**config.mk**
```make
export PLATFORM = sky130hd
export DESIGN_NAME = vfa_fifo
export DESIGN_NICKNAME = d
export VERILOG_FILES = /design/src/rtl/vfa_pkg.sv /design/src/rtl/vfa_fifo.sv
export SDC_FILE = /design/constraint.sdc
export NUM_CORES = 1
export LEC_CHECK = 0
export BUFFER_PORTS_ARGS = -buffer_cell sky130_fd_sc_hd__buf_4
export CAP_MARGIN = 20
export CELL_PAD_IN_SITES_DETAIL_PLACEMENT = 1
export CELL_PAD_IN_SITES_GLOBAL_PLACEMENT = 1
export CORE_MARGIN = 5
export CORE_UTILIZATION = 50
export DETAILED_ROUTE_END_ITERATION = 8
export PLACE_DENSITY = 0.89
export REMOVE_ABC_BUFFERS = 1
export SYNTH_ARGS = -nofsm -noshare
export SYNTH_HDL_FRONTEND = slang
export SYNTH_SLANG_ARGS = --single-unit
export TNS_END_PERCENT = 20
```
**constraint.sdc**
```tcl
create_clock -name clock -period 5.3 [get_ports clock]
set_input_delay 0.795 -clock clock [delete_from_list [all_inputs] [get_ports clock]]
set_output_delay 0.795 -clock clock [all_outputs]
set_load 0.05 [all_outputs]
```
**src/rtl/vfa_pkg.sv**
```systemverilog
`timescale 1ns / 1ps
// shared types and constants of the three-component vector alu
// no dependencies

package vfa_pkg;

   typedef enum logic [3:0] {
      FN_CROSS  = 4'd0,
      FN_NORM   = 4'd1,
      FN_MAG    = 4'd2,
      FN_DIST   = 4'd3,
      FN_MAGSQ  = 4'd4,
      FN_DISTSQ = 4'd5,
      FN_DOT    = 4'd6,
      FN_BCAST  = 4'd7,
      FN_SADD   = 4'd8,
      FN_SSUB   = 4'd9,
      FN_SMUL   = 4'd10,
      FN_SDIV   = 4'd11,
      FN_VADD   = 4'd12,
      FN_VSUB   = 4'd13,
      FN_VMUL   = 4'd14,
      FN_VDIV   = 4'd15
   } func_type;

   localparam int FIFO_DEPTH = 4;

   typedef struct packed {
      func_type   func;
      logic [2:0] o_zero;
   } vfa_ctl_type;

   typedef struct packed {
      logic full;
      logic empty;
   } vfa_fifo_stat_type;

   // lanes, sum of lanes, a and second operand
   function automatic int work_width(input int w);
      return 3 * (2 * w + 3) + (2 * w + 4) + 6 * w;
   endfunction

endpackage

```
**src/rtl/vfa_fifo.sv**
```systemverilog
`timescale 1ns / 1ps
// short queue between the front and back pipelines
// depends on vfa_pkg

module vfa_fifo #(
   parameter int DATA_WIDTH = 32
) (
   input  logic                       clock,
   input  logic                       reset,
   input  logic                       push,
   input  vfa_pkg::vfa_ctl_type       push_ctl,
   input  logic [DATA_WIDTH-1:0]      push_data,
   input  logic                       pop,
   output vfa_pkg::vfa_ctl_type       pop_ctl,
   output logic [DATA_WIDTH-1:0]      pop_data,
   output vfa_pkg::vfa_fifo_stat_type stat
);
   import vfa_pkg::*;

   localparam int PTR_W = $clog2(FIFO_DEPTH);
   localparam int CNT_W = $clog2(FIFO_DEPTH + 1);

   vfa_ctl_type           ctl_mem [FIFO_DEPTH];
   logic [DATA_WIDTH-1:0] data_mem [FIFO_DEPTH];
   logic [PTR_W-1:0]      wr_ptr_ff, rd_ptr_ff;
   logic [CNT_W-1:0]      count_ff;
   logic                  do_push, do_pop;

   assign stat.full  = (count_ff == CNT_W'(FIFO_DEPTH));
   assign stat.empty = (count_ff == '0);
   assign do_push    = push && !stat.full;
   assign do_pop     = pop && !stat.empty;

   always_ff @(posedge clock) begin
      if (reset) begin
         wr_ptr_ff <= '0;
         rd_ptr_ff <= '0;
         count_ff  <= '0;
      end else begin
         if (do_push) wr_ptr_ff <= wr_ptr_ff + 1'b1;
         if (do_pop) rd_ptr_ff <= rd_ptr_ff + 1'b1;
         if (do_push && !do_pop) count_ff <= count_ff + 1'b1;
         else if (do_pop && !do_push) count_ff <= count_ff - 1'b1;
      end
   end

   always_ff @(posedge clock) begin
      if (do_push) begin
         ctl_mem[wr_ptr_ff]  <= push_ctl;
         data_mem[wr_ptr_ff] <= push_data;
      end
   end

   assign pop_ctl  = ctl_mem[rd_ptr_ff];
   assign pop_data = data_mem[rd_ptr_ff];

endmodule

```
==> results.md <==
- Gate Count Post-Synth: 251
- Fill count: 974
- Ant diodes: 0
- Layout Nets: 398
- Static leakage: 2.55 nW
- Post-synth top area share: 0.770
- Routed WL per cell: roughly 22 um
- Worst Path Max Fanout: 22
- PostCTS Resize Cnt: 0
- Clock sink total: 165
- R2R Path End: count_ff[2]
- Core region area: 12000 um^2
- CP Data Required Time: 4.51 ns
- Hold_buf cts: 0
- Detailed placement HPWL: 6980 um
- Max Cap Viol: 0
- Via density: 5.49
- Post-Syn Area: around 6100 um^2
- GRT overflow: 0
- Total negative slack: 0 ns
- Clock root buffer: clkbuf_16
- Drc violations: 0
- Critical path startpoint category: flip-flop
- Status: finished, final reports clean
- Tmin final: 3.33 ns
- Worst Skew: 0.00887 ns
- H-tree lvl count: 4
- Post-CTS Setup Repair Bufs: 0
- Post-detailed-route count of antenna-violating nets: 0
- Clk_lat worst skew: around 0.41 ns
- WL final: 11300 um
- Vias in the first global route: 3251
- Relative slew slack: 0.307
- Worst Tran Pin Value: between 1 and 1.5 ns
- Area growth, synth to finish: 23.0%
- Final period util: 0.628
- CTS Buf Count: 17
- Max Freq: 0.300 GHz
- Setup slack, reg-to-reg: ~2.9 ns
- RSZ-0062 raised after global routing: false
- CP Capture Type: primary output
- Antenna violations before repair: 0
- Final hold slack: between 0.5 and 0.6 ns
- Vias: 2779
- Initial DRC count: ~170
- Pre-antenna DRT Iters: 5
- Yosys warns: 0
- Hold Vio Cnt, Final: 0
- RR Startpoint: count_ff[0]
- Total GRT Usage: 0.172
- Sequential share of the synthesized area: 0.800
- Mean post-synth cell area: 24.2 um^2
- Critical Path AT: 2.53 ns
- Fin. max-slew vios: 0
- First-pass GRT wire length: 18300 um
- Pin count of the biggest net entering global routing: 40
- Area leader, netlist: edfxtp_1
- Die X: 120 um
- Num rows: 40
- Layout cells sized above 1: 0.437
- IO Pins: 84
- RD Place Congestion: 0.711
- Initial Util: 0.508
- Die area: ~14000 um^2
- Worst Hold Class: flip-flop to flip-flop
- Clk slew on worst S/H paths: 0.06 ns
- Power density over the cells: between 500 and 600 nW/um^2
- Cell variety after synth: 22
- Flop and latch count out of synthesis: 165
- WS Path Type: flip-flop to primary output
- Synth area leaders: edfxtp_1, mux4_2, dfxtp_1
- Critical Path End: pop_data[16]
- R2R cell count: 8
- I/O Buffers: 83
- Setup-failing EPs final: 0
- Die extent in y: ~120 um
- VDD IR max: 0.328 mV
- CTS max path bufs: 2
- CTS tree: yes
-- area by class of cell --
type	count	area (um^2)	area share
Sequential cell	165	4870	0.651
Timing Repair Buffer	88	711	0.0950
Tap cell	147	184	0.0246
Inverter	4	15.0	0.00201
Multi-Input combinational cell	73	1150	0.153
Clock inverter	6	105	0.0141
Clock buffer	23	448	0.0599
-- cell families after synthesis --
group | share of synthesized area
and+or+nand+nor | 0.0148
AOI/OAI and AO/OA | 0.00597
xor gates and xnor gates | 0.00576
muxes | 0.148
DFF | 0.800
adders and majority gates | 0.0136
buffers and inverters | 0.0121
-- cell usage in the layout (no fill, tap or decap), types with 2 or more instances in the layout --
cell       instances
clkbuf_16         17
buf_4             84
ha_1               5
mux4_2            39
and2_2             4
buf_12             4
or3_1              2
o21ai_0            2
mux2i_1            2
dfxtp_1            7
dfxtp_2            2
nand2b_1           2
a21oi_1            2
nor2_1             6
inv_1              4
edfxtp_1         156
clkinv_2           3
clkbuf_1           6
bufinv_16          3
xor2_1             4
-- critical path, stage by stage (launching register included) --
cell	delay, ns
dfxtp_2	0.84
buf_4	0.47
mux4_2	0.58
buf_4	0.21
-- state kept, by name, summed over array words and instances (netlist names), named ones only --
name,cells
count_ff,3
ctl_mem,28
rd_ptr_ff,2
data_mem,128
wr_ptr_ff,2
-- power breakdown --
part | total (W) | switching [W] | internal [W]
Sequential | 0.00168 | 0.000110 | 0.00157
Clock | 0.00117 | 0.000438 | 0.000730
Combinational | 0.00127 | 0.000797 | 0.000476
-- how the worst min path moves through the flow --
stage | slack [ns] | endpoint | from | depth (start not counted)
floorplan | 0.48 | wr_ptr_ff[1] | wr_ptr_ff[1] | 2
finish | 0.53 | wr_ptr_ff[1] | wr_ptr_ff[1] | 2
global route | 0.55 | data_mem[0][8] | push_data[8] | 1
CTS | 0.53 | wr_ptr_ff[1] | wr_ptr_ff[1] | 2
detailed placement | 0.51 | wr_ptr_ff[1] | wr_ptr_ff[1] | 2
global placement | 0.49 | wr_ptr_ff[1] | wr_ptr_ff[1] | 2
-- cell usage after synthesis --
cell type,n
buf_6,2
inv_1,4
nand2b_1,2
a21oi_1,2
nor3_1,1
nor3b_2,1
mux4_2,39
o311ai_0,1
buf_4,2
o21ai_0,2
o31ai_1,1
buf_2,2
edfxtp_1,156
fa_1,1
or3_1,2
xor2_1,4
nor2_1,6
ha_1,5
dfxtp_1,9
mux2i_1,2
clkbuf_1,3
and2_1,4
-- metrics by stage --
step / power, W / area, um^2 / cells / util / worst slack [ns]
floorplan: 0.00260 / 6020 / 242 / - / 1.96
global placement: 0.00295 / 6840 / 473 / 0.572 / 2.32
detailed placement: 0.00299 / 6840 / 473 / 0.572 / 2.30
CTS: 0.00417 / 7400 / 502 / 0.618 / 1.86
global route: 0.00431 / 7480 / 506 / 0.625 / 1.76
finish: 0.00412 / 7480 / 506 / 0.625 / 1.97
-- layer usage --
| layer | global-route usage | vias up | part of all wire |
|---|---|---|---|
| li1 | - | 1245 | - |
| met1 | 0.215 | 1443 | 0.42 |
| met2 | 0.283 | 73 | 0.52 |
| met3 | 0.0524 | 18 | 0.045 |
| met4 | 0.0694 | 0 | 0.018 |
| met5 | 0 | - | 0 |
(Power assumes the default switching activity.)
